[config.mk]
export PLATFORM = sky130hd
export DESIGN_NAME = kmer_block_stream_decoder_top
export DESIGN_NICKNAME = d
export VERILOG_FILES = /design/src/kbsd_pkg.sv /design/src/kbsd_cfg.sv /design/src/kbsd_core.sv /design/src/kmer_block_stream_decoder_top.sv
export SDC_FILE = /design/constraint.sdc
export NUM_CORES = 1
export LEC_CHECK = 0
export BUFFER_PORTS_ARGS = -buffer_cell sky130_fd_sc_hd__buf_4
export CAP_MARGIN = 20
export CORE_ASPECT_RATIO = 1.4
export CORE_MARGIN = 4
export CORE_UTILIZATION = 53
export CTS_BUF_LIST = sky130_fd_sc_hd__clkbuf_4 sky130_fd_sc_hd__clkbuf_8
export CTS_CLUSTER_DIAMETER = 120
export CTS_CLUSTER_SIZE = 30
export DETAILED_ROUTE_END_ITERATION = 10
export PLACE_DENSITY_LB_ADDON = 0.15
export SYNTH_ARGS = -nofsm -noshare
export SYNTH_HDL_FRONTEND = slang
export SYNTH_HIERARCHICAL = 1
export SYNTH_SLANG_ARGS = --single-unit
[constraint.sdc]
create_clock -name i_clk -period 13.1 [get_ports i_clk]
set_clock_uncertainty 0.05 [all_clocks]
set_input_delay 2.62 -clock i_clk [delete_from_list [all_inputs] [get_ports i_clk]]
set_output_delay 2.62 -clock i_clk [all_outputs]
set_load 0.01 [all_outputs]
[src/kbsd_pkg.sv]
package kbsd_pkg;

    localparam int unsigned SIZE_W = 6;
    localparam int unsigned MER_W  = 64;
    localparam int unsigned POS_W  = 40;
    localparam int unsigned ID_W   = 32;
    localparam int unsigned CNT_W  = 32;
    localparam int unsigned SKIP_W = 8;
    localparam int unsigned APB_AW = 4;
    localparam int unsigned APB_DW = 32;

    localparam logic [SIZE_W-1:0] MAX_MER      = 6'd32;
    localparam logic [SIZE_W-1:0] RST_SIZE     = 6'd20;
    localparam logic [SKIP_W-1:0] RST_SKIP     = 8'd0;
    localparam logic [1:0]        CMP_BITS     = 2'h3;

    localparam logic [1:0] REG_FILE_SIZE   = 2'd0;
    localparam logic [1:0] REG_WANTED_SIZE = 2'd1;
    localparam logic [1:0] REG_SKIP_COUNT  = 2'd2;

    localparam logic ACT_DESC = 1'b0;
    localparam logic ACT_BASE = 1'b1;

    typedef enum logic [3:0] {
        PH_IDLE = 4'b0001,
        PH_DROP = 4'b0010,
        PH_FILL = 4'b0100,
        PH_RUN  = 4'b1000
    } t_phase;

    typedef struct packed {
        logic [SIZE_W-1:0] mer_size_file;
        logic [SIZE_W-1:0] mer_size_wanted;
        logic [SKIP_W-1:0] skip_count;
    } t_cfg;

    typedef struct packed {
        logic              action;
        logic [1:0]        base_code;
        logic [CNT_W-1:0]  block_mers;
        logic [ID_W-1:0]   block_seq_id;
        logic [POS_W-1:0]  block_seq_pos;
        logic [POS_W-1:0]  block_stream_pos;
    } t_in_word;

    typedef struct packed {
        logic [MER_W-1:0] fwd_mer;
        logic [MER_W-1:0] rev_mer;
        logic [POS_W-1:0] mer_seq_pos;
        logic [POS_W-1:0] mer_stream_pos;
        logic [ID_W-1:0]  mer_seq_id;
    } t_res;

    function automatic logic [SIZE_W-1:0] clamp_size(input logic [SIZE_W-1:0] v);
        logic [SIZE_W-1:0] r;
        if (v == '0) begin
            r = 6'd1;
        end else if (v > MAX_MER) begin
            r = MAX_MER;
        end else begin
            r = v;
        end
        return r;
    endfunction

    function automatic logic [MER_W-1:0] mer_mask(input logic [SIZE_W-1:0] w);
        logic [MER_W-1:0] m;
        for (int i = 0; i < MER_W/2; i++) begin
            m[2*i +: 2] = (SIZE_W'(i) < w) ? 2'b11 : 2'b00;
        end
        return m;
    endfunction

endpackage

[src/kbsd_cfg.sv]
module kbsd_cfg
    import kbsd_pkg::*;
(
    input  logic              i_clk,
    input  logic              i_rst_n,
    input  logic              psel,
    input  logic              penable,
    input  logic              pwrite,
    input  logic [APB_AW-1:0] paddr,
    input  logic [APB_DW-1:0] pwdata,
    output logic [APB_DW-1:0] prdata,
    output logic              pready,
    output t_cfg              o_cfg
);

    t_cfg       r_cfg;
    logic [1:0] reg_idx;
    logic       wr_en;

    assign reg_idx = paddr[3:2];
    assign wr_en   = psel & penable & pwrite;
    assign pready  = 1'b1;
    assign o_cfg   = r_cfg;

    always_ff @(posedge i_clk) begin
        if (!i_rst_n) begin
            r_cfg.mer_size_file   <= RST_SIZE;
            r_cfg.mer_size_wanted <= RST_SIZE;
            r_cfg.skip_count      <= RST_SKIP;
        end else if (wr_en) begin
            unique case (reg_idx)
                REG_FILE_SIZE:   r_cfg.mer_size_file   <= pwdata[SIZE_W-1:0];
                REG_WANTED_SIZE: r_cfg.mer_size_wanted <= pwdata[SIZE_W-1:0];
                REG_SKIP_COUNT:  r_cfg.skip_count      <= pwdata[SKIP_W-1:0];
                default: ;
            endcase
        end
    end

    always_comb begin
        unique case (reg_idx)
            REG_FILE_SIZE:   prdata = {{(APB_DW-SIZE_W){1'b0}}, r_cfg.mer_size_file};
            REG_WANTED_SIZE: prdata = {{(APB_DW-SIZE_W){1'b0}}, r_cfg.mer_size_wanted};
            REG_SKIP_COUNT:  prdata = {{(APB_DW-SKIP_W){1'b0}}, r_cfg.skip_count};
            default:         prdata = '0;
        endcase
    end

endmodule

[src/kbsd_core.sv]
module kbsd_core
    import kbsd_pkg::*;
(
    input  logic     i_clk,
    input  logic     i_rst_n,
    input  logic     i_step,
    input  t_in_word i_word,
    input  t_cfg     i_cfg,
    output logic     o_res_valid,
    output t_res     o_res
);

    t_phase            r_phase, n_phase;
    logic [MER_W-1:0]  r_fwd, n_fwd;
    logic [MER_W-1:0]  r_rev, n_rev;
    logic [SIZE_W-1:0] r_fill_left, n_fill_left;
    logic [SIZE_W-1:0] r_drop_left, n_drop_left;
    logic [CNT_W-1:0]  r_mers_left, n_mers_left;
    logic [POS_W-1:0]  r_seq_pos, n_seq_pos;
    logic [POS_W-1:0]  r_stream_pos, n_stream_pos;
    logic [ID_W-1:0]   r_seq_id, n_seq_id;
    logic [SKIP_W-1:0] r_skip_cnt, n_skip_cnt;
    logic [SIZE_W-1:0] r_blk_w, n_blk_w;

    logic [SIZE_W-1:0] f_size;
    logic [SIZE_W-1:0] w_clamp;
    logic [SIZE_W-1:0] w_size;
    logic [SIZE_W-1:0] diff;
    logic [MER_W-1:0]  mask;
    logic [6:0]        ins_sh;
    logic [MER_W-1:0]  ins;
    logic [MER_W-1:0]  sh_fwd;
    logic [MER_W-1:0]  sh_rev;
    logic [SIZE_W-1:0] fill_dec;
    logic [CNT_W-1:0]  mers_dec;
    logic              finish;

    assign f_size  = clamp_size(i_cfg.mer_size_file);
    assign w_clamp = clamp_size(i_cfg.mer_size_wanted);
    assign w_size  = (w_clamp < f_size) ? f_size : w_clamp;
    assign diff    = w_size - f_size;

    // shifting always uses the size held for the open block
    assign mask   = mer_mask(r_blk_w);
    assign ins_sh = {r_blk_w, 1'b0} - 7'd2;
    assign ins    = {{(MER_W-2){1'b0}}, i_word.base_code ^ CMP_BITS} << ins_sh;
    assign sh_fwd = {r_fwd[MER_W-3:0], i_word.base_code} & mask;
    assign sh_rev = ((r_rev >> 2) | ins) & mask;

    assign fill_dec = r_fill_left - 6'd1;
    assign mers_dec = r_mers_left - 32'd1;

    always_comb begin
        n_phase      = r_phase;
        n_fwd        = r_fwd;
        n_rev        = r_rev;
        n_fill_left  = r_fill_left;
        n_drop_left  = r_drop_left;
        n_mers_left  = r_mers_left;
        n_seq_pos    = r_seq_pos;
        n_stream_pos = r_stream_pos;
        n_seq_id     = r_seq_id;
        n_blk_w      = r_blk_w;
        finish       = 1'b0;

        if (i_word.action == ACT_DESC) begin
            n_blk_w = w_size;
            if (i_word.block_mers <= {{(CNT_W-SIZE_W){1'b0}}, diff}) begin
                // block too short: drop its bases (block_mers fits 6 bits here)
                n_drop_left = f_size + i_word.block_mers[SIZE_W-1:0] - 6'd1;
                n_phase     = (n_drop_left == '0) ? PH_IDLE : PH_DROP;
            end else begin
                n_mers_left  = i_word.block_mers - {{(CNT_W-SIZE_W){1'b0}}, diff} - 32'd1;
                n_fill_left  = w_size;
                n_seq_id     = i_word.block_seq_id;
                n_seq_pos    = i_word.block_seq_pos;
                n_stream_pos = i_word.block_stream_pos;
                n_fwd        = '0;
                n_rev        = '0;
                n_phase      = PH_FILL;
            end
        end else begin
            unique case (r_phase)
                PH_IDLE: ;
                PH_DROP: begin
                    n_drop_left = r_drop_left - 6'd1;
                    if (n_drop_left == '0) begin
                        n_phase = PH_IDLE;
                    end
                end
                PH_FILL: begin
                    n_fwd       = sh_fwd;
                    n_rev       = sh_rev;
                    n_fill_left = fill_dec;
                    if (fill_dec == '0) begin
                        n_phase = (r_mers_left != '0) ? PH_RUN : PH_IDLE;
                        finish  = 1'b1;
                    end
                end
                PH_RUN: begin
                    n_fwd        = sh_fwd;
                    n_rev        = sh_rev;
                    n_mers_left  = mers_dec;
                    n_seq_pos    = r_seq_pos + 40'd1;
                    n_stream_pos = r_stream_pos + 40'd1;
                    if (mers_dec == '0) begin
                        n_phase = PH_IDLE;
                    end
                    finish = 1'b1;
                end
                default: n_phase = PH_IDLE;
            endcase
        end

        n_skip_cnt  = r_skip_cnt;
        o_res_valid = 1'b0;
        if (finish) begin
            if (r_skip_cnt >= i_cfg.skip_count) begin
                n_skip_cnt  = '0;
                o_res_valid = 1'b1;
            end else begin
                n_skip_cnt = r_skip_cnt + 8'd1;
            end
        end
    end

    assign o_res.fwd_mer        = n_fwd;
    assign o_res.rev_mer        = n_rev;
    assign o_res.mer_seq_pos    = n_seq_pos;
    assign o_res.mer_stream_pos = n_stream_pos;
    assign o_res.mer_seq_id     = n_seq_id;

    always_ff @(posedge i_clk) begin
        if (!i_rst_n) begin
            r_phase     <= PH_IDLE;
            r_fill_left <= '0;
            r_drop_left <= '0;
            r_mers_left <= '0;
            r_skip_cnt  <= '0;
            r_blk_w     <= RST_SIZE;
        end else if (i_step) begin
            r_phase     <= n_phase;
            r_fill_left <= n_fill_left;
            r_drop_left <= n_drop_left;
            r_mers_left <= n_mers_left;
            r_skip_cnt  <= n_skip_cnt;
            r_blk_w     <= n_blk_w;
        end
    end

    always_ff @(posedge i_clk) begin
        if (i_step) begin
            r_fwd        <= n_fwd;
            r_rev        <= n_rev;
            r_seq_pos    <= n_seq_pos;
            r_stream_pos <= n_stream_pos;
            r_seq_id     <= n_seq_id;
        end
    end

endmodule

[src/kmer_block_stream_decoder_top.sv]
// Throughput: one input word per cycle while the output is not stalled.
// Path of a word: input register, one step of decode, output register.
// A stalled output holds one word in the input register, then input ready drops.
// Reset (synchronous, active low): no open block, skip counter zero, both registers empty,
// mer sizes 20 and skip count 0.
module kmer_block_stream_decoder_top
    import kbsd_pkg::*;
(
    input  logic              i_clk,
    input  logic              i_rst_n,
    input  logic              psel,
    input  logic              penable,
    input  logic              pwrite,
    input  logic [APB_AW-1:0] paddr,
    input  logic [APB_DW-1:0] pwdata,
    output logic [APB_DW-1:0] prdata,
    output logic              pready,
    input  logic              i_in_valid,
    output logic              o_in_ready,
    input  logic              i_action,
    input  logic [1:0]        i_base_code,
    input  logic [CNT_W-1:0]  i_block_mers,
    input  logic [ID_W-1:0]   i_block_seq_id,
    input  logic [POS_W-1:0]  i_block_seq_pos,
    input  logic [POS_W-1:0]  i_block_stream_pos,
    output logic              o_out_valid,
    input  logic              i_out_ready,
    output logic [MER_W-1:0]  o_fwd_mer,
    output logic [MER_W-1:0]  o_rev_mer,
    output logic [POS_W-1:0]  o_mer_seq_pos,
    output logic [POS_W-1:0]  o_mer_stream_pos,
    output logic [ID_W-1:0]   o_mer_seq_id
);

    t_cfg     cfg;
    logic     r_in_valid;
    t_in_word r_in;
    logic     r_out_valid;
    t_res     r_out;
    logic     advance;
    logic     step;
    logic     res_valid;
    t_res     res;

    kbsd_cfg u_cfg (
        .i_clk   (i_clk),
        .i_rst_n (i_rst_n),
        .psel    (psel),
        .penable (penable),
        .pwrite  (pwrite),
        .paddr   (paddr),
        .pwdata  (pwdata),
        .prdata  (prdata),
        .pready  (pready),
        .o_cfg   (cfg)
    );

    assign advance    = !r_out_valid || i_out_ready;
    assign step       = r_in_valid && advance;
    assign o_in_ready = !r_in_valid || advance;

    always_ff @(posedge i_clk) begin
        if (!i_rst_n) begin
            r_in_valid <= 1'b0;
        end else if (o_in_ready) begin
            r_in_valid <= i_in_valid;
        end
    end

    always_ff @(posedge i_clk) begin
        if (i_in_valid && o_in_ready) begin
            r_in.action           <= i_action;
            r_in.base_code        <= i_base_code;
            r_in.block_mers       <= i_block_mers;
            r_in.block_seq_id     <= i_block_seq_id;
            r_in.block_seq_pos    <= i_block_seq_pos;
            r_in.block_stream_pos <= i_block_stream_pos;
        end
    end

    kbsd_core u_core (
        .i_clk       (i_clk),
        .i_rst_n     (i_rst_n),
        .i_step      (step),
        .i_word      (r_in),
        .i_cfg       (cfg),
        .o_res_valid (res_valid),
        .o_res       (res)
    );

    always_ff @(posedge i_clk) begin
        if (!i_rst_n) begin
            r_out_valid <= 1'b0;
        end else if (advance) begin
            r_out_valid <= step && res_valid;
        end
    end

    always_ff @(posedge i_clk) begin
        if (step && res_valid) begin
            r_out <= res;
        end
    end

    assign o_out_valid      = r_out_valid;
    assign o_fwd_mer        = r_out.fwd_mer;
    assign o_rev_mer        = r_out.rev_mer;
    assign o_mer_seq_pos    = r_out.mer_seq_pos;
    assign o_mer_stream_pos = r_out.mer_stream_pos;
    assign o_mer_seq_id     = r_out.mer_seq_id;

endmodule
==> results.txt, run 1 <==
----------------------------------------------------
[Routing]
  Count of routing violations after the opening detailed-route iteration ... 1,910
  Average detailed-routed wire length per instance ... 22.0 um
  Post-route ant nets ... 0
  Post-route DRC violation count ... 0
  Final wirelength ... 79,600 um
  DR pass1 iterations ... 5
  Via count normalized by instance count ... 5.95
  Count of vias placed by the detailed router ... 21,600

[Run status]
  Status ... completed

[Hold path]
  Path class of the lowest-slack min-delay path ... reg -> reg

[Synthesis]
  Top FF cell, synth ... sky130_fd_sc_hd__edfxtp_1
  Number of distinct library cell variants in the gate-level netlist after synthesis ... 84
  Dominant combinational cell family by area after synthesis ... simple AND/OR/NAND/NOR gates
  Compound-gate portion of the synthesized area ... 11.6%
  Post-synthesis share of cell area spent on xor and xnor gates ... 1.71%
  Multiplexer area fraction after synthesis ... 1.24%
  Post-synth ARST share ... 0%
  Area of the mapped netlist ... 30,800 sq um
  Sequential share of the synthesized area ... 66.6%
  Post-synthesis share of cell area spent on full adders, half adders and majority gates ... 2.06%
  Mean instance size in the synthesized netlist ... 12.3 sq um
  Total of flip-flops plus latches after synthesis ... 711
  Yosys warning count ... 6
  Simple-Gate Fraction of Synth Area ... 13.6%
  Number of instances in the synthesized netlist ... 2,510
  Post-synth EDFFs ... 627

[GRT]
  Total overflow reported by the global router ... 0
  First-pass GRT wire length ... 119,000 um
  Largest net degree at the start of global routing ... 153
  Global-route usage over all layers ... 24.2%
  Number of antenna violations at the first check in global routing ... 6
  Number of global-route vias before repair ... 20,800

[Setup path]
  Startpoint type of the worst setup path ... register
  Critical path start-end classification ... reg -> reg
  Critical Path RT ... 13.52 ns
  CP endpoint kind ... register
  Biggest fanout along the worst timing path ... 53
  Critical path arrival ... 7.87 ns
  Register-to-register setup slack ... 5.65 ns

[Placed design]
  Placer's final routability congestion estimate ... 0.913
  Hpwl dp ... 56,100 um
  Cell area after placement ... 34,400 sq um
  Number of input and output port buffers inserted ... 413

[Final layout]
  Synth-to-Final Area Change ... 13.7%
  Most used cells in the layout excluding fill and tap cells ... sky130_fd_sc_hd__edfxtp_1 (627), sky130_fd_sc_hd__buf_4 (432), sky130_fd_sc_hd__nand2_1 (391)
  Fin util ... 60.9%
  Most common cell after layout, fill and taps aside ... sky130_fd_sc_hd__edfxtp_1
  Fraction of layout instances using a drive strength above 1 ... 18.3%
  Final #Nets ... 3,095
  FILL cells ... 4,630
  Area of all placed cells without fillers ... 35,000 sq um

[Die]
  Placement row count ... 104
  Area of the die ... 62,100 sq um
  Core footprint ... 57,500 sq um
  Starting Density ... 53.5%
  I/O pin total ... 465
  Floorplan die width ... 212 um
  Die Ht ... 293 um

[Clock tree]
  Cell at the root of the clock tree ... sky130_fd_sc_hd__clkbuf_8
  Num CTS Buffers ... 27
  Clock transition at path regs ... 0.19 ns
  Clock latency at the later pin of the worst-skew pair ... 0.71 ns
  Maximum buffer depth of the clock tree ... 3
  Cts hold-fix bufs ... 0
  Number of H-tree levels ... 1
  Number of buffers added for setup after CTS ... 0
  Resized Gates After CTS ... 0
  TritonCTS sink count ... 711
  Clock tree from TritonCTS ... yes

[STA]
  Fin crit period ... 7.45 ns
  Final Slew Violations ... 0
  Number of endpoints with negative hold slack in the final report ... 0
  Slew HR ... 23.6%
  Final worst path period share ... 56.9%
  Unrepaired setup endpoints after global routing ... false
  Actual transition at the worst max-transition pin ... 1.14 ns
  Post-Route Setup TNS ... 0 ns
  Number of endpoints failing setup at the final stage ... 0
  Worst-case hold slack ... 0.440 ns
  F_max ... 134 MHz

[Power]
  Total power consumption of the routed design ... 3870 uW
  Leak ... 0.0128 uW
  Total power divided by cell area ... 111 nW/um^2
  IR Drop Worst-Case VDD ... 128 uV

[Job]
  Count of maximum capacitance violations ... 0

----------------------------------------------------
-- flip-flops by register name, summed over array words and instances, names as in the netlist, 4 cells and up --
signal / count
u_core/r_drop_left: 6
o_mer_seq_pos: 40
u_core/r_blk_w: 6
o_fwd_mer: 64
u_core/r_mers_left: 32
o_rev_mer: 64
u_cfg/o_cfg: 20
r_in: 147
u_core/r_fill_left: 6
u_core/r_seq_id: 32
u_core/r_stream_pos: 40
u_core/r_skip_cnt: 8
o_mer_stream_pos: 40
u_core/r_phase: 4
u_core/r_rev: 64
u_core/r_seq_pos: 40
u_core/r_fwd: 64
o_mer_seq_id: 32
-- cells in the mapped netlist (5+ instances only) --
master,count,area share [%]
sky130_fd_sc_hd__and2_1,8,0.16
sky130_fd_sc_hd__o21ai_0,163,2.6
sky130_fd_sc_hd__or3_1,22,0.45
sky130_fd_sc_hd__buf_4,33,0.80
sky130_fd_sc_hd__o31a_1,5,0.14
sky130_fd_sc_hd__nor2b_1,25,0.51
sky130_fd_sc_hd__o21a_1,14,0.34
sky130_fd_sc_hd__a22o_1,62,1.8
sky130_fd_sc_hd__a22oi_1,5,0.12
sky130_fd_sc_hd__and4_1,7,0.20
sky130_fd_sc_hd__buf_2,29,0.47
sky130_fd_sc_hd__nor2_1,115,1.4
sky130_fd_sc_hd__nand3_1,108,1.8
sky130_fd_sc_hd__xor2_1,37,1.1
sky130_fd_sc_hd__mux2i_1,37,1.2
sky130_fd_sc_hd__or2_2,14,0.28
sky130_fd_sc_hd__nor3_1,59,0.96
sky130_fd_sc_hd__dfxtp_1,84,5.5
sky130_fd_sc_hd__nand2_1,391,4.8
sky130_fd_sc_hd__a211oi_1,5,0.12
sky130_fd_sc_hd__o32ai_1,5,0.14
sky130_fd_sc_hd__o311ai_0,5,0.14
sky130_fd_sc_hd__edfxtp_1,627,61
sky130_fd_sc_hd__a21oi_1,147,2.4
sky130_fd_sc_hd__xnor2_1,23,0.65
sky130_fd_sc_hd__or4_1,12,0.29
sky130_fd_sc_hd__o211ai_1,66,1.6
sky130_fd_sc_hd__ha_1,46,1.9
sky130_fd_sc_hd__nor4_1,28,0.57
sky130_fd_sc_hd__nand2b_1,19,0.39
sky130_fd_sc_hd__o31ai_1,9,0.22
sky130_fd_sc_hd__a31oi_1,10,0.20
sky130_fd_sc_hd__nand4_1,30,0.61
sky130_fd_sc_hd__inv_1,59,0.72
sky130_fd_sc_hd__a21o_1,13,0.32
sky130_fd_sc_hd__and3_1,18,0.37
sky130_fd_sc_hd__o22ai_1,10,0.20
sky130_fd_sc_hd__o21ai_1,6,0.098
sky130_fd_sc_hd__clkbuf_1,74,0.90
-- through the flow --
step | cells | worst slack [ns]
5_1_grt | 3623 | 5.19
3_3_place_gp | 3565 | 5.67
4_1_cts | 3617 | 5.62
3_5_place_dp | 3567 | 5.63
6_report | 3624 | 5.65
2_1_floorplan | 2533 | 2.79
-- power breakdown --
group	internal (uW)	switching [uW]	leakage [uW]
clock network	275	634	0.000311
logic	137	229	0.00588
registers	2550	51.3	0.00659
total	2960	914	0.0128
-- cell type report --
cell class | instances | area, sq um | area share, %
Sequential cell | 711 | 20500 | 58.6
Multi-Input combinational cell | 1619 | 9450 | 27.0
Timing Repair Buffer | 437 | 3320 | 9.49
Clock buffer | 47 | 522 | 1.49
Clock inverter | 3 | 47.5 | 0.136
Tap cell | 742 | 928 | 2.65
Inverter | 60 | 225 | 0.643
Antenna cell | 5 | 12.5 | 0.0357
-- per-layer routing --
metal	track usage (%)	part of all wire [%]	vias up
met1	31.6	39	10600
li1	-	-	10000
met3	3.51	6.6	126
met2	42.0	50	831
met5	0	0.025	-
met4	7.98	3.5	2
-- kinds of logic after synthesis --
group | count (synthesis)
xor+xnor | 60
other cells | 2
fa+ha+maj | 49
simple gates | 884
compound gates | 563
flops | 711
mux | 38
buf+inv | 203
-- critical path: stages, from the launching register on --
cell	delay, ns
sky130_fd_sc_hd__dfxtp_1	0.56
sky130_fd_sc_hd__inv_1	0.13
sky130_fd_sc_hd__nand2_1	0.19
sky130_fd_sc_hd__ha_1	0.28
sky130_fd_sc_hd__a21o_1	0.16
sky130_fd_sc_hd__a21o_1	0.16
sky130_fd_sc_hd__a21oi_1	0.24
sky130_fd_sc_hd__a21boi_1	0.59
sky130_fd_sc_hd__mux2i_1	0.46
sky130_fd_sc_hd__inv_1	0.14
sky130_fd_sc_hd__ha_1	0.29
sky130_fd_sc_hd__nor2b_1	0.12
sky130_fd_sc_hd__o21ai_0	0.13
sky130_fd_sc_hd__nand2b_1	0.11
sky130_fd_sc_hd__a21o_1	0.19
sky130_fd_sc_hd__a21oi_1	0.16
sky130_fd_sc_hd__xnor2_1	0.15
sky130_fd_sc_hd__ha_1	0.32
sky130_fd_sc_hd__a21o_1	0.29
sky130_fd_sc_hd__o31a_1	0.37
sky130_fd_sc_hd__nor3_1	0.49
sky130_fd_sc_hd__or2_4	0.67
sky130_fd_sc_hd__buf_4	0.59
sky130_fd_sc_hd__o211ai_1	0.16
sky130_fd_sc_hd__o311ai_0	0.17
-- final timing paths --
kind | startpoint | endpoint | cells after the start
min reg2reg | u_core/r_mers_left[18] | u_core/r_mers_left[18] | 2
max | u_cfg/o_cfg[19] | o_mer_stream_pos[31] | 24
min | u_core/r_mers_left[18] | u_core/r_mers_left[18] | 2
max reg2reg | u_cfg/o_cfg[19] | o_mer_stream_pos[31] | 24
Note: power is estimated with default switching activity, not from simulation.
==> run 2, diff against run 1 <==
--- a/config.mk
+++ b/config.mk
@@ -9,7 +9,7 @@
 export CAP_MARGIN = 20
 export CORE_ASPECT_RATIO = 1.4
 export CORE_MARGIN = 4
-export CORE_UTILIZATION = 53
+export CORE_UTILIZATION = 59
 export CTS_BUF_LIST = sky130_fd_sc_hd__clkbuf_4 sky130_fd_sc_hd__clkbuf_8
 export CTS_CLUSTER_DIAMETER = 120
 export CTS_CLUSTER_SIZE = 30
==> constraint.sdc (replaced) <==
create_clock -name i_clk -period 7.5 [get_ports i_clk]
set_clock_uncertainty 0.05 [all_clocks]
set_input_delay 1.5 -clock i_clk [delete_from_list [all_inputs] [get_ports i_clk]]
set_output_delay 1.5 -clock i_clk [all_outputs]
set_load 0.01 [all_outputs]
==> results.txt, run 2 (synthesized netlist as in run 1, its figures left out) <==
----------------------------------------------------
[Run status]
  Status ... completed

[Power]
  Internal power ... 5150 uW
  Logic pwr share ... 9.7%
  Fraction of power consumed by sequential logic ... 67.2%
  Net Sw Power ... 1590 uW
  Clock network power share ... 23.1%
  Fraction of power spent switching nets ... 23.7%
  Leak ... 0.0128 uW
  Total power divided by cell area ... 192 nW/um^2
  Total power consumption of the routed design ... 6740 uW
  IR Drop Worst-Case VDD ... 220 uV

[Final layout]
  Multi-input gate area ... 9450 sq um
  Number of flip-flops under the largest register name ... 147
  Most common cell after layout, fill and taps aside ... sky130_fd_sc_hd__edfxtp_1
  Final #Nets ... 3,100
  Flip-flop and latch area ... 20,500 sq um
  Most used cells in the layout excluding fill and tap cells ... sky130_fd_sc_hd__edfxtp_1 (627), sky130_fd_sc_hd__buf_4 (431), sky130_fd_sc_hd__nand2_1 (391)
  Synth-to-Final Area Change ... 13.7%
  Register name with the most flops ... r_in
  FILL cells ... 3,738
  Fraction of layout instances using a drive strength above 1 ... 18.5%

[Clock tree]
  Number of H-tree levels ... 1
  Cell at the root of the clock tree ... sky130_fd_sc_hd__clkbuf_8
  Resized Gates After CTS ... 0
  TritonCTS sink count ... 711
  Maximum buffer depth of the clock tree ... 3
  Number of buffers added for setup after CTS ... 0
  Clock latency at the later pin of the worst-skew pair ... 0.71 ns
  Cts hold-fix bufs ... 0
  Num CTS Buffers ... 27
  Clock tree from TritonCTS ... yes
  Clock transition at path regs ... 0.17 ns

[Setup path]
  Biggest fanout along the worst timing path ... 34
  Worst reg2reg startpoint ... u_cfg/o_cfg[19]
  Startpoint type of the worst setup path ... register
  Critical path start-end classification ... reg -> reg
  Critical Path RT ... 7.91 ns
  CP endpoint kind ... register
  Critical path arrival ... 7.25 ns
  First element of the critical path ... u_cfg/o_cfg[19]

[STA]
  F_max ... 146 MHz
  Final worst path period share ... 91.1%
  Final Slew Violations ... 0
  Post-Route Setup TNS ... 0 ns
  Actual transition at the worst max-transition pin ... 1.20 ns
  Unrepaired setup endpoints after global routing ... false
  Final critical-path setup slack ... 0.665 ns
  Slew HR ... 19.4%
  Number of endpoints failing setup at the final stage ... 0
  Number of endpoints with negative hold slack in the final report ... 0
  Fin crit period ... 6.83 ns
  Worst-case hold slack ... 0.444 ns

[GRT]
  Global-route usage over all layers ... 26.1%
  First-pass GRT wire length ... 118,000 um
  Number of global-route vias before repair ... 21,200
  Total overflow reported by the global router ... 0
  Largest net degree at the start of global routing ... 164
  Number of antenna violations at the first check in global routing ... 4

[Job]
  Count of maximum capacitance violations ... 0

[Routing]
  Count of vias placed by the detailed router ... 21,600
  Post-route DRC violation count ... 0
  Final wirelength ... 76,500 um
  Count of routing violations after the opening detailed-route iteration ... 1,930
  Post-route ant nets ... 0
  Via count normalized by instance count ... 6.10
  DR pass1 iterations ... 6
  Average detailed-routed wire length per instance ... 21.6 um

[Hold path]
  Path class of the lowest-slack min-delay path ... reg -> reg
  Worst hold path startpoint ... u_core/r_drop_left[5]

[Die]
  Starting Density ... 59.9%
  Placement row count ... 98
  Die Ht ... 278 um
  Floorplan die width ... 201 um
  Area of the die ... 56,000 sq um
  Core footprint ... 51,400 sq um
  I/O pin total ... 465

[Placed design]
  Number of input and output port buffers inserted ... 413
  Pre-CTS setup slack ... 0.808 ns
  Placer's final routability congestion estimate ... 0.923
  Hpwl dp ... 53,700 um

----------------------------------------------------
run 2: layer usage:
metal  share of wire [%]  vias up  GRT usage (%)  routed length, um
li1                    -    10000              -                  -
met1                  39    10500           33.7              29400
met2                  51      931           45.6              38900
met3                 7.1      125           4.10               5440
met4                 3.5        0           8.35               2640
met5                   0        -              0                  0
run 2: metrics by stage:
step	utilization, %	cells	cell area (sq um)
floorplan	-	2533	30900
CTS	68.1	3530	35000
global route	68.2	3536	35000
global placement	66.9	3478	34400
finish	68.2	3536	35000
detailed placement	67.0	3480	34400
run 2: final cells by class:
class	instances	share of cell area (%)
diodes	4	0.0286
clock buffers	48	1.51
repair buffers	442	9.87
multi-input cells	1619	27.0
inverters	60	0.643
well taps	650	2.32
clock inverters	2	0.0643
flip-flops and latches	711	58.6
run 2: worst max-delay path, stage by stage (launching register included):
cell and delay, ns:
sky130_fd_sc_hd__dfxtp_1 0.57, sky130_fd_sc_hd__inv_1 0.13, sky130_fd_sc_hd__nand2_1 0.17, sky130_fd_sc_hd__ha_1 0.27, sky130_fd_sc_hd__a21o_1 0.16, sky130_fd_sc_hd__a21o_1 0.17, sky130_fd_sc_hd__a21oi_1 0.23, sky130_fd_sc_hd__a21boi_1 0.60
sky130_fd_sc_hd__mux2i_1 0.43, sky130_fd_sc_hd__inv_1 0.15, sky130_fd_sc_hd__ha_1 0.29, sky130_fd_sc_hd__nor2b_1 0.13, sky130_fd_sc_hd__o21ai_0 0.18, sky130_fd_sc_hd__nand2b_1 0.12, sky130_fd_sc_hd__a21o_1 0.19, sky130_fd_sc_hd__a21oi_1 0.18
sky130_fd_sc_hd__xnor2_1 0.10, sky130_fd_sc_hd__ha_1 0.35, sky130_fd_sc_hd__a21o_1 0.29, sky130_fd_sc_hd__o31a_1 0.37, sky130_fd_sc_hd__o31a_2 0.39, sky130_fd_sc_hd__nor2_4 0.51, sky130_fd_sc_hd__buf_12 0.27, sky130_fd_sc_hd__nand2_1 0.09
sky130_fd_sc_hd__o21ai_0 0.19
run 2: final timing paths:
| path | endpoint | slack (ns) | cells after the start |
|---|---|---|---|
| worst max register to register | u_core/r_rev[36] | 0.67 | 24 |
| worst min register to register | u_core/r_drop_left[5] | 0.44 | 2 |
| worst max-delay path | u_core/r_rev[36] | 0.67 | 24 |
| worst min-delay path | u_core/r_drop_left[5] | 0.44 | 2 |
run 2: power by group through the flow:
| stage | clock network, uW | registers (uW) | logic (uW) |
|---|---|---|---|
| 6_report | 1560 | 4530 | 651 |
| 5_1_grt | 1740 | 4550 | 715 |
| 4_1_cts | 1600 | 4530 | 644 |
| 3_5_place_dp | 0 | 4620 | 640 |
| 3_3_place_gp | 0 | 4610 | 620 |
| 2_1_floorplan | 0 | 4590 | 447 |
==> run 3, diff against run 2 <==
--- a/config.mk
+++ b/config.mk
@@ -5,11 +5,12 @@
 export SDC_FILE = /design/constraint.sdc
 export NUM_CORES = 1
 export LEC_CHECK = 0
+export ABC_AREA = 1
 export BUFFER_PORTS_ARGS = -buffer_cell sky130_fd_sc_hd__buf_4
 export CAP_MARGIN = 20
 export CORE_ASPECT_RATIO = 1.4
 export CORE_MARGIN = 4
-export CORE_UTILIZATION = 59
+export CORE_UTILIZATION = 60
 export CTS_BUF_LIST = sky130_fd_sc_hd__clkbuf_4 sky130_fd_sc_hd__clkbuf_8
 export CTS_CLUSTER_DIAMETER = 120
 export CTS_CLUSTER_SIZE = 30
==> results.txt, run 3 <==
----------------------------------------------------
[Synthesis]
  Number of distinct library cell variants in the gate-level netlist after synthesis ... 62
  Sequential share of the synthesized area ... 63.9%
  Total of flip-flops plus latches after synthesis ... 711
  Leading cell types by count after synthesis ... sky130_fd_sc_hd__edfxtp_1 (627), sky130_fd_sc_hd__nand2_1 (598), sky130_fd_sc_hd__inv_1 (376), sky130_fd_sc_hd__nor2_1 (269), sky130_fd_sc_hd__o21ai_0 (174)
  Most instantiated library cell after synthesis ... sky130_fd_sc_hd__edfxtp_1
  Top FF cell, synth ... sky130_fd_sc_hd__edfxtp_1
  Post-synth EDFFs ... 627
  Fraction of synthesized cell area taken by the top area cell type ... 58.6%
  Post-synth ARST share ... 0%
  Area of the mapped netlist ... 32,100 sq um
  Mean instance size in the synthesized netlist ... 10.4 sq um
  Synth area leader ... sky130_fd_sc_hd__edfxtp_1
  Number of instances in the synthesized netlist ... 3,074
  Most area-consuming cells after synthesis ... sky130_fd_sc_hd__edfxtp_1 (59%), sky130_fd_sc_hd__nand2_1 (7.0%), sky130_fd_sc_hd__dfxtp_1 (5.2%), sky130_fd_sc_hd__inv_1 (4.4%), sky130_fd_sc_hd__nor2_1 (3.1%)
  Yosys warning count ... 6

[Final layout]
  Final #Nets ... 3,680
  Area of all placed cells without fillers ... 36,400 sq um
  Most used cells in the layout excluding fill and tap cells ... sky130_fd_sc_hd__edfxtp_1 (627), sky130_fd_sc_hd__nand2_1 (596), sky130_fd_sc_hd__buf_4 (425)
  Flip-flop and latch area ... 20,500 sq um
  Number of flip-flops under the largest register name ... 147
  Count of placed standard cells in the final layout, fillers left out ... 4,179
  Synth-to-Final Area Change ... 13.3%
  Multi-input gate area ... 9680 sq um
  FILL cells ... 4,119
  Register name with the most flops ... r_in
  Fraction of layout instances using a drive strength above 1 ... 16.4%
  Most common cell after layout, fill and taps aside ... sky130_fd_sc_hd__edfxtp_1

[Setup path]
  Biggest fanout along the worst timing path ... 89
  Startpoint type of the worst setup path ... register
  Number of gates on the worst path with buffers counted ... 27
  Critical path arrival ... 7.11 ns
  Termination of the worst setup path ... u_core/r_stream_pos[39]
  Top cell family by delay on the critical path ... simple AND/OR/NAND/NOR gates
  Register-to-register setup slack ... 0.90 ns
  Critical Path RT ... 8.01 ns
  Critical path start-end classification ... reg -> reg
  Cell occurring most often along the worst timing path ... sky130_fd_sc_hd__nand2_1
  Logic depth of the worst register-to-register path ... 27
  Crit-path max cell delay ... 0.87 ns
  Worst reg2reg startpoint ... u_cfg/o_cfg[17]
  Capture instance of the worst register-to-register path ... u_core/r_stream_pos[39]
  Highest-delay cell along the critical path ... sky130_fd_sc_hd__inv_4
  Number of buffers and inverters on the critical path ... 2
  First element of the critical path ... u_cfg/o_cfg[17]
  CP endpoint kind ... register

[Clock tree]
  Number of H-tree levels ... 1
  TritonCTS sink count ... 711
  Cell at the root of the clock tree ... sky130_fd_sc_hd__clkbuf_8
  Cts hold-fix bufs ... 0
  Resized Gates After CTS ... 0
  Clock latency at the later pin of the worst-skew pair ... 0.74 ns
  Clock transition at path regs ... 0.17 ns
  Clock tree from TritonCTS ... yes
  Maximum buffer depth of the clock tree ... 3
  Num CTS Buffers ... 27
  Number of buffers added for setup after CTS ... 0

[Routing]
  Detailed route wirelength on metal2 ... 43,500 um
  Post-route DRC violation count ... 0
  Top sig layer ... met4
  Post-route ant nets ... 0
  Count of routing violations after the opening detailed-route iteration ... 1,943
  Via count normalized by instance count ... 5.68
  Count of vias placed by the detailed router ... 23,700
  Final wirelength ... 84,300 um
  Average detailed-routed wire length per instance ... 20.2 um
  Met1 Routed Length ... 31,000 um
  DR pass1 iterations ... 7
  Metal3 WL ... 6220 um

[STA]
  Post-Route Setup TNS ... 0 ns
  Number of endpoints failing setup at the final stage ... 0
  Final worst path period share ... 88.0%
  Slew HR ... 20.9%
  Worst-case hold slack ... 0.454 ns
  Unrepaired setup endpoints after global routing ... false
  Final Slew Violations ... 0
  F_max ... 151 MHz
  Actual transition at the worst max-transition pin ... 1.19 ns
  Fin crit period ... 6.60 ns
  Final critical-path setup slack ... 0.899 ns
  Number of endpoints with negative hold slack in the final report ... 0

[Die]
  Floorplan die width ... 204 um
  Placement row count ... 100
  Starting Density ... 60.5%
  Die Ht ... 282 um
  Core footprint ... 53,100 sq um
  I/O pin total ... 465
  Area of the die ... 57,300 sq um

[GRT]
  Number of global-route vias before repair ... 23,500
  Largest net degree at the start of global routing ... 151
  Total overflow reported by the global router ... 0
  Number of antenna violations at the first check in global routing ... 3
  First-pass GRT wire length ... 128,000 um
  Global-route usage over all layers ... 28.3%

[Power]
  IR Drop Worst-Case VDD ... 258 uV
  Total power divided by cell area ... 192 nW/um^2
  Fraction of power spent switching nets ... 25.6%
  Fraction of power consumed by sequential logic ... 65.0%
  Clock network power share ... 22.3%
  Internal power ... 5190 uW
  Net Sw Power ... 1780 uW
  Logic pwr share ... 12.7%
  Leak ... 0.0144 uW

[Placed design]
  Number of input and output port buffers inserted ... 413
  Cell area after placement ... 35,800 sq um
  Hpwl dp ... 61,700 um
  Pre-CTS setup slack ... 0.971 ns
  Post-Place Cells ... 4,126
  Placer's final routability congestion estimate ... 0.961

[Job]
  Count of maximum capacitance violations ... 0

[Run status]
  Status ... completed

[Hold path]
  Path class of the lowest-slack min-delay path ... reg -> reg

----------------------------------------------------
## run 3: cell families after synthesis
logic type	count (synthesis)	share of synthesized area (%)
other	2	0.0234
buffers and inverters	505	6.39
AND/OR/NAND/NOR	1248	17.0
flip-flops	711	63.9
adder cells (fa/ha/maj)	49	1.98
XOR/XNOR	50	1.36
AO/OA/AOI/OAI	509	9.33
## run 3: routing by layer
layer	vias up	track usage, %
met1	11300	33.8
li1	11300	-
met5	-	0
met2	974	51.0
met3	177	5.44
met4	0	10.6
## run 3: worst register-to-register path: stages (launching register included)
cell	delay, ns
sky130_fd_sc_hd__dfxtp_1	0.38
sky130_fd_sc_hd__nor3_1	0.17
sky130_fd_sc_hd__nand2_1	0.10
sky130_fd_sc_hd__nand2_1	0.08
sky130_fd_sc_hd__nand2_1	0.17
sky130_fd_sc_hd__ha_1	0.33
sky130_fd_sc_hd__a21boi_0	0.12
sky130_fd_sc_hd__o21ai_0	0.16
sky130_fd_sc_hd__nand2_1	0.26
sky130_fd_sc_hd__o21ai_0	0.60
sky130_fd_sc_hd__ha_1	0.40
sky130_fd_sc_hd__a21oi_1	0.15
sky130_fd_sc_hd__o21ai_0	0.15
sky130_fd_sc_hd__a21o_1	0.19
sky130_fd_sc_hd__a21oi_1	0.16
sky130_fd_sc_hd__xnor2_1	0.10
sky130_fd_sc_hd__ha_1	0.37
sky130_fd_sc_hd__nand2_1	0.10
sky130_fd_sc_hd__nor2_1	0.17
sky130_fd_sc_hd__nand2_1	0.08
sky130_fd_sc_hd__nand2_1	0.08
sky130_fd_sc_hd__nand2_1	0.06
sky130_fd_sc_hd__nand2_2	0.14
sky130_fd_sc_hd__nand2_4	0.33
sky130_fd_sc_hd__inv_4	0.87
sky130_fd_sc_hd__buf_4	0.46
sky130_fd_sc_hd__nand2_1	0.10
sky130_fd_sc_hd__o211ai_1	0.13
## run 3: per-stage QoR
stage | power (uW) | utilization (%)
after floorplan | 5210 | -
final | 6970 | 68.6
after CTS | 7000 | 68.6
after global routing | 7270 | 68.6
after global placement | 5470 | 67.5
after detailed placement | 5490 | 67.5
## run 3: worst min path at each step
stage / from / endpoint / slack [ns] / cells after the start
after detailed placement: u_core/r_drop_left[5] / u_core/r_drop_left[5] / 0.43 / 2
final: u_core/r_mers_left[31] / u_core/r_mers_left[31] / 0.45 / 2
after global routing: u_core/r_mers_left[31] / u_core/r_mers_left[31] / 0.48 / 2
after global placement: u_core/r_mers_left[31] / u_core/r_mers_left[31] / 0.42 / 2
after CTS: u_core/r_drop_left[5] / u_core/r_drop_left[5] / 0.45 / 2
after floorplan: u_cfg/o_cfg[10] / u_cfg/o_cfg[10] / 0.40 / 2
## run 3: final cells by class
cell class	count	area share, %
flip-flops and latches	711	56.4
multi-input cells	1881	26.6
well taps	714	2.46
inverters	392	4.11
diodes	4	0.0275
clock buffers	47	1.43
repair buffers	428	8.93
clock inverters	2	0.0619
## run 3: power groups by stage
stage               Clock, uW  Sequential [uW]  Combinational (uW)
detailed placement          0             4620                 874
global placement            0             4620                 852
finish                   1560             4530                 883
CTS                      1590             4530                 877
floorplan                   0             4600                 610
global route             1740             4550                 986
